File: src/sv/ffbp_pkg.sv
// ----------------------------------------------------------------------------
// ffbp_pkg
// Shared types and constants for the first-fit bit packer: transaction
// payloads, status codes and the command/status bundles between the
// controller and the datapath.
// ----------------------------------------------------------------------------
`default_nettype none

package ffbp_pkg;

    // largest usable word width; wider register values saturate here
    localparam logic [6:0] MAX_WIDTH = 7'd64;

    // result status codes
    localparam logic [1:0] ST_PLACED  = 2'd0;
    localparam logic [1:0] ST_TOO_WIDE = 2'd1;
    localparam logic [1:0] ST_NO_ROOM = 2'd2;

    // input transaction
    typedef struct packed {
        logic [7:0] field_bits;
        logic       last_in_set;
    } t_in;

    // result transaction
    typedef struct packed {
        logic [9:0]  word_index;
        logic [5:0]  bit_offset;
        logic [1:0]  status;
        logic [16:0] total_bits;
    } t_out;

    // controller to datapath commands
    typedef struct packed {
        logic load;     // accept item and start a scan at word 0
        logic reject;   // accept item that is wider than the word
        logic scan;     // issue the next fill read
        logic place;    // commit the field into the compared word
        logic fail;     // scan ran off the end with no room
        logic finish;   // present the result and apply end of set
    } t_cmd;

    // datapath to controller status
    typedef struct packed {
        logic too_wide; // incoming field exceeds the effective width
        logic fit;      // compared word has room
        logic scan_end; // compared word is the last one
    } t_stat;

endpackage

`default_nettype wire

File: src/sv/ffbp_ctrl.sv
// ----------------------------------------------------------------------------
// ffbp_ctrl
// Sequencing state machine for the bit packer: accepts an item, runs the
// word scan and hands the result to the output stage.
// ----------------------------------------------------------------------------
`default_nettype none

module ffbp_ctrl (
    input  wire logic           i_clk,
    input  wire logic           i_rst_n,
    input  wire logic           start,
    output logic                busy,
    input  wire ffbp_pkg::t_stat i_stat,
    output ffbp_pkg::t_cmd      o_cmd
);

    typedef enum logic [2:0] {
        S_IDLE   = 3'b001,
        S_SCAN   = 3'b010,
        S_FINISH = 3'b100
    } t_state;

    t_state r_state;
    t_state n_state;

    // next state and command decode
    always_comb begin
        n_state = r_state;
        o_cmd   = '0;
        case (r_state)
            S_IDLE: begin
                if (start) begin
                    if (i_stat.too_wide) begin
                        o_cmd.reject = 1'b1;
                        n_state      = S_FINISH;
                    end else begin
                        o_cmd.load = 1'b1;
                        n_state    = S_SCAN;
                    end
                end
            end
            S_SCAN: begin
                o_cmd.scan = 1'b1;
                if (i_stat.fit) begin
                    o_cmd.place = 1'b1;
                    n_state     = S_FINISH;
                end else if (i_stat.scan_end) begin
                    o_cmd.fail = 1'b1;
                    n_state    = S_FINISH;
                end
            end
            S_FINISH: begin
                o_cmd.finish = 1'b1;
                n_state      = S_IDLE;
            end
            default: begin
                n_state = S_IDLE;
            end
        endcase
    end

    // state register
    always_ff @(posedge i_clk) begin
        if (!i_rst_n) begin
            r_state <= S_IDLE;
        end else begin
            r_state <= n_state;
        end
    end

    assign busy = (r_state != S_IDLE);

endmodule

`default_nettype wire

File: config.mk
export PLATFORM = sky130hd
export DESIGN_NAME = ffbp_ctrl
export DESIGN_NICKNAME = d
export VERILOG_FILES = /design/src/sv/ffbp_pkg.sv /design/src/sv/ffbp_ctrl.sv
export SDC_FILE = /design/constraint.sdc
export NUM_CORES = 1
export LEC_CHECK = 0
export ABC_AREA = 1
export BUFFER_PORTS_ARGS = -buffer_cell sky130_fd_sc_hd__buf_2
export CAP_MARGIN = 15
export CORE_AREA = 2 2 39 41
export DETAILED_ROUTE_END_ITERATION = 10
export DIE_AREA = 0 0 41 43
export SLEW_MARGIN = 15
export SYNTH_ARGS = -nofsm -noshare
export SYNTH_HDL_FRONTEND = slang
export SYNTH_SLANG_ARGS = --single-unit
File: constraint.sdc
create_clock -name i_clk -period 1 [get_ports i_clk]
set_input_delay 0.2 -clock i_clk [delete_from_list [all_inputs] [get_ports i_clk]]
set_output_delay 0.2 -clock i_clk [all_outputs]
set_load 0.005 [all_outputs]
### Word-level counts from Yosys, hierarchy flattened

Cells that the tools add are included.

| operators by class | value |
|---|---|
| reduce and logical (&&, ||, !) cells | 1 |
| equal/unequal tests | 6 |
| multiplexer cells | 14 |

Operator list:

| cell | count |
|---|---|
| 3-bit two-way mux | 5 |
| 1-bit two-way mux | 6 |
| 3-bit one-hot mux with 2 select lines | 1 |
| 2-bit two-way mux | 2 |
| 3-bit by 1-bit == test with 1-bit output, second input constant | 1 |
| 3-bit by 2-bit == test with 1-bit output, second input constant | 1 |
| 3-bit == test, second input constant | 1 |
| 3-bit by 1-bit != test with 1-bit output, second input constant | 1 |
| 3-bit != test, second input constant | 1 |
| 2-bit != test, second input constant | 1 |
| 2-bit AND reduction | 1 |

| word-level totals | value |
|---|---|
| output and inout bits | 7 |
| register bits | 3 |
| word-level logic and storage cells | 22 |
| input bits | 6 |

### Logic depth before layout (Yosys ltp)

Gate-level depths: netlist of the first run.

| logic depth | value |
|---|---|
| word-level depth | 3 |
| depth in mapped cells | 6 |

### Worst setup path before layout of the first run

Ideal clock, no wire load.

| timing path | value |
|---|---|
| path type | reg2out |
| start point | register r_state[0] |
| end point | output o_cmd[1] (netlist bit) |
| cell stages (with the launch flop) | 4 |
| arrival | 0.701 ns |
| setup slack | 0.099 ns |
| cell sequence | dfxtp_1 -> nor2_2 -> nand2_2 -> nor3_1 |

RTL lines:

| item | line | source |
|---|---|---|
| start, declared | ffbp_ctrl.sv:23 | `t_state r_state;` |
| start signal, assigned | ffbp_ctrl.sv:67 | `r_state <= n_state;` |
| end, declared | ffbp_ctrl.sv:14 | `output ffbp_pkg::t_cmd o_cmd` |

==> run metrics, run 1 <==
first-pass GRT wire length 765 µm; Sink Count 3; post-route ant nets 0; I/O Buffers 12; max_cap viols 0; placed cell count 59; worst hold path cell count 2; DP Wirelength 344 µm; worst hold path class in2reg; number of flip-flops in the largest register 3; synthesized area per cell 6.38 µm²; Syn Inst Count 30; die area 1760 µm²; worst-margin pin slew 0.160 ns; FMAX 0.829 GHz; Crit Reg-Reg Endpoint r_state[2]; top post-synthesis cells by area dfxtp_1 31%, inv_1 12%, nand2_1 12%, nor2_1 7.8%, nand2_2 6.5%; vias in the first global route 219; top-area cell type share of the netlist area 0.314; Num CTS Buffers 3; Fin Hold WS 0.191 ns; CP max FO 3; Root Buffer clkbuf_4; failing checks setup timing; pin count of the biggest net entering global routing 6; initial antenna violation count 0; RSZ-0062 raised after global routing yes; Synth Register Bits 3; clk_lat worst skew 0.23 ns; drt pass-1 iters 2; highest-count cells in the layout ignoring fill and taps 12 x buf_2, 5 x nand2_1, 4 x inv_1, 4 x buf_4; WL/cell 8.14 µm; WHS Endpoint r_state[0]; Clock Path Buffers 2; Setup Viol. Count Final 9; # rows 14; VDD IR-drop max 0.621 mV; Worst Hold Launch i_rst_n; final core occ 0.256; DIE HEIGHT 43 µm; Nets 57; Setup CP Type reg2out; FF-to-FF path depth 7; crit share post-route 1.21; startpoint class of the critical path register; initial DRC count 2; Synth warnings 0; synth unique cells 12; setup slack after layout -0.207 ns; Initial Util 0.138; Final min period 1.21 ns; status finished, violations left; crit end category primary output; gr ovfl total 0; number of diodes 0; Core Footprint 1380 µm²; routed wire length 537 µm; cell area power density 1540 nW/µm²; worst path required time 0.80 ns; Die X 41 µm; H-tree depth 1; ratio of cells with drive above 1 in the final layout 0.660; register area share after synthesis 0.314; Setup Skew 0.00110 ns; post-synthesis cell area 191 µm²; Leakage 0.204 nW; final hold violation count 0; TritonCTS clock tree built; max_slew headroom 0.893; Layout Cells excl Fill 66; final RePlAce weighted congestion 0.739; top-level I/O count 13; Via Count 248; Via density 3.76; Syn Nets 36; Final Slew Violations 0; RR Startpoint r_state[0]; most common cell after layout, fill and taps aside buf_2; dominant cell type by area after synthesis dfxtp_1; GRT Overall Usage 0.0724; Largest regs r_state: 3 flops; DRC viols 0; CTS clk-pin slew, worst paths 0.04 ns; critical path arrival 1.01 ns; Area Growth Syn to Fin 85.0%; R2R setup slack -0.08 ns; Top reg by flops r_state
[critical path, cell delays in order, from the launching register on]
cell,delay (ns)
dfxtp_2,0.33
inv_2,0.07
nand2_2,0.05
nor2_2,0.10
nand2_1,0.08
inv_1,0.06
buf_2,0.10
[how the worst max path moves through the flow]
stage	from	endpoint	slack [ns]
global placement	r_state[2]	o_cmd[5]	0.005
CTS	r_state[1]	o_cmd[4]	-0.22
global route	r_state[1]	o_cmd[4]	-0.29
floorplan	r_state[0]	o_cmd[1]	0.1
detailed placement	r_state[2]	o_cmd[5]	-0.002
finish	r_state[2]	o_cmd[5]	-0.21
[stage by stage]
step                      instance area (µm²)  setup TNS, ns  power (W)  setup WS [ns]
after floorplan                           191              0   0.000232         0.0992
after global placement                    279              0   0.000277        0.00520
after detailed placement                  279       -0.00228   0.000278       -0.00228
after CTS                                 332          -1.25   0.000525         -0.215
after global routing                      354          -1.90   0.000591         -0.289
final                                     354          -1.23   0.000544         -0.207
[cell usage after synthesis]
cell type,instances
a21boi_1,1
nand3_1,1
nand3b_1,1
inv_1,6
nand2_2,2
nand3_2,1
dfxtp_1,3
nor2_2,2
nand4_1,1
nor3_1,2
nand2_1,6
nor2_1,4
[power breakdown]
group	switching [W]	internal, W
Clock	0.0000617	0.000149
Sequential	0.0000218	0.000141
Combinational	0.0000874	0.0000829
Total	0.000171	0.000373
[kinds of logic (layout without fill, tap and decap cells)]
logic type	count (synthesis)	after routing	share of synthesized area
compound gates	1	1	0.0392
buf+inv	6	26	0.118
flops	3	3	0.314
simple gates	20	20	0.529
[timing repair]
item / in CTS / in global routing
endpoints found under the setup margin: 7 / 9
pin swaps: 1 / 0
setup buffers: 2 / 1
cloned: 0 / 0
endpoints found under the hold margin: 0 / 0
hold buffers: 0 / 0
resized for setup: 6 / 5
[metal layers]
metal	track usage	wire length [µm]	vias to the layer above
met4	0.0400	0	0
met3	0.0785	48	0
met2	0.103	263	10
li1	-	-	131
met5	0	0	-
met1	0.0581	224	107
[layout make-up]
type | count | area [µm²]
Timing Repair Buffer | 16 | 90.1
Tap cell | 16 | 20.0
Inverter | 6 | 22.5
Multi-Input combinational cell | 21 | 129
Clock buffer | 4 | 26.3
Sequential cell | 3 | 66.3
Fill cell | 160 | 1030
Power figures use the tool's default switching activity.
==> run 2, diff against run 1 <==
==> constraint.sdc (replaced) <==
create_clock -name i_clk -period 1 [get_ports i_clk]
set_input_delay 0.05 -clock i_clk [delete_from_list [all_inputs] [get_ports i_clk]]
set_output_delay 0.05 -clock i_clk [all_outputs]
set_load 0.005 [all_outputs]
==> run 2 against run 1 <==
The run still ends with setup timing left. Cell count unchanged. Sequential power down 4%. Clock skew is 0.00071 ns lower. Routed wire length up 4.3%. Final area is 1.1% higher. Via count up 2.4%. Sequential cell count unchanged. Critical path type unchanged. Largest power group unchanged. Highest routed layer unchanged.
==> run metrics, run 2 (synthesized netlist as in run 1, its figures left out) <==
Initial Util 0.138 (unchanged); failing checks setup timing; number of diodes 0 (unchanged); Root Buffer clkbuf_4; final hold violation count 0 (unchanged); Layout Cells excl Fill 66 (unchanged); FMAX 0.946 GHz (+14%); Via Count 254 (+2.4%); Area Growth Syn to Fin 86.9%; startpoint class of the critical path register; CP max stage delay 0.32 ns (about the same); routed wire length 560 µm (+4.3%); Setup CP Type reg2out; sw frac 0.323 (+0.00849); # rows 14 (unchanged); Final Slew Violations 0 (unchanged); Sink Count 3 (unchanged); fillers 162 (+1.3%); placed cell count 58 (-1.7%); Comb pwr share 0.324 (+0.011); DP Wirelength 351 µm (+1.8%); RSZ-0062 raised after global routing yes; first-pass GRT wire length 752 µm (-1.7%); initial DRC count 3 (+1); final RePlAce weighted congestion 0.759 (+2.7%); Core Footprint 1380 µm² (unchanged); most common cell after layout, fill and taps aside buf_2; top-level I/O count 13 (unchanged); initial antenna violation count 0 (unchanged); Largest regs r_state: 3 flops; drt pass-1 iters 2 (unchanged); pre-CTS setup slack 0.119 ns (+0.121 ns); Via density 3.85 (+2.4%); Clock Path Buffers 2 (unchanged); max_slew headroom 0.899 (+0.00621); worst hold path class in2reg; crit share post-route 1.06 (-0.149); VDD IR-drop max 0.763 mV (+23%); CP max FO 4 (+1); Sequential Power Share 0.278 (-0.021); critical path arrival 1.01 ns (about the same); Crit-path slowest cell dfxtp_2; GRT Overall Usage 0.0713 (-0.00108); setup slack after layout -0.0575 ns (+0.149 ns); CTS clk-pin slew, worst paths 0.04 ns (about the same); Top reg by flops r_state; Setup Viol. Count Final 4 (-5); post-route ant nets 0 (unchanged); Register Area 66.3 µm² (unchanged); multi-input logic area 133 µm² (+2.9%); total negative slack -0.186 ns (+1.04 ns); Clk pwr share 0.397 (+0.009); I/O Buffers 12 (unchanged); max_cap viols 0 (unchanged); Setup Skew 0.000386 ns (-0.000712 ns); Final min period 1.06 ns (-0.149 ns); WP buf/inv 1 (-2); cell area power density 1560 nW/µm² (+1.6%); crit path cell chain nor2_2, nand2_2, nor3_2, buf_2; ratio of cells with drive above 1 in the final layout 0.660 (unchanged); Tot Pwr 0.000558 W (+2.6%); Sw Pwr 0.000180 W (+5.4%); WL/cell 8.48 µm (+4.3%); highest-count cells in the layout ignoring fill and taps 12 x buf_2, 5 x inv_1, 5 x nand2_1; P_int 0.000378 W (+1.4%); H-tree depth 1 (unchanged); vias in the first global route 207 (-5.5%); Num CTS Buffers 3 (unchanged); TritonCTS clock tree built; cell family with most CP delay flip-flops; status finished, violations left; DRC viols 0 (unchanged); Nets 57 (unchanged); worst-margin pin slew 0.150 ns (-0.00987 ns); gr ovfl total 0 (unchanged); Leakage 0.207 nW (+1.5%); number of flip-flops in the largest register 3 (unchanged); final core occ 0.259 (+0.00271); pin count of the biggest net entering global routing 6 (unchanged); clk_lat worst skew 0.24 ns (about the same); DIE HEIGHT 43 µm (unchanged); crit end category primary output; Die X 41 µm (unchanged); worst path required time 0.95 ns (+0.15 ns); die area 1760 µm² (unchanged)
## run 2: cell count changes in the layout (fill, tap and decap cells not counted)
cell	before	now
nor2_2	2	3
a21boi_1	1	0
inv_1	4	5
inv_2	2	1
a21boi_2	0	1
nand2_4	0	1
nand2_2	3	2
nor2_4	1	0
## run 2: area by class of cell
type,count,area share
well taps,16,0.0559
clock buffers,4,0.0734
multi-input cells,21,0.371
inverters,6,0.0629
repair buffers,16,0.252
flip-flops and latches,3,0.185
## run 2: per-stage QoR
stage          hold slack [ns]  cell area, µm²
6_report                0.0429             358
5_1_grt                 0.0429             358
4_1_cts                 0.0453             339
3_5_place_dp             0.284             272
3_3_place_gp             0.278             272
2_1_floorplan            0.135             191
## run 2: worst paths after layout
path         slack (ns)  depth (start not counted)         end        from
min                0.04                          2  r_state[0]     i_rst_n
min reg2reg        0.59                          2  r_state[1]  r_state[1]
max               -0.06                          4    o_cmd[1]  r_state[2]
max reg2reg        0.01                          6  r_state[2]  r_state[2]
## run 2: power by group through the flow
| stage | Sequential (W) | Combinational, W | Clock (W) |
|---|---|---|---|
| floorplan | 0.000150 | 0.0000822 | 0 |
| global placement | 0.000152 | 0.000123 | 0 |
| detailed placement | 0.000152 | 0.000124 | 0 |
| CTS | 0.000154 | 0.000158 | 0.000227 |
| global route | 0.000158 | 0.000200 | 0.000239 |
| finish | 0.000155 | 0.000181 | 0.000222 |
## run 2: per-layer routing
layer / global-route usage / wire (µm) / vias up
li1: - / - / 133
met1: 0.0675 / 216 / 110
met2: 0.0906 / 281 / 11
met3: 0.0785 / 62 / 0
met4: 0.0400 / 0 / 0
met5: 0 / 0 / -
## run 2: what timing repair did
action	CTS	global route
endpoints found under the setup margin	6	10
hold buffers	0	0
pin swaps	3	2
gates resized for setup	6	5
endpoints found under the hold margin	0	0
setup buffers	4	0
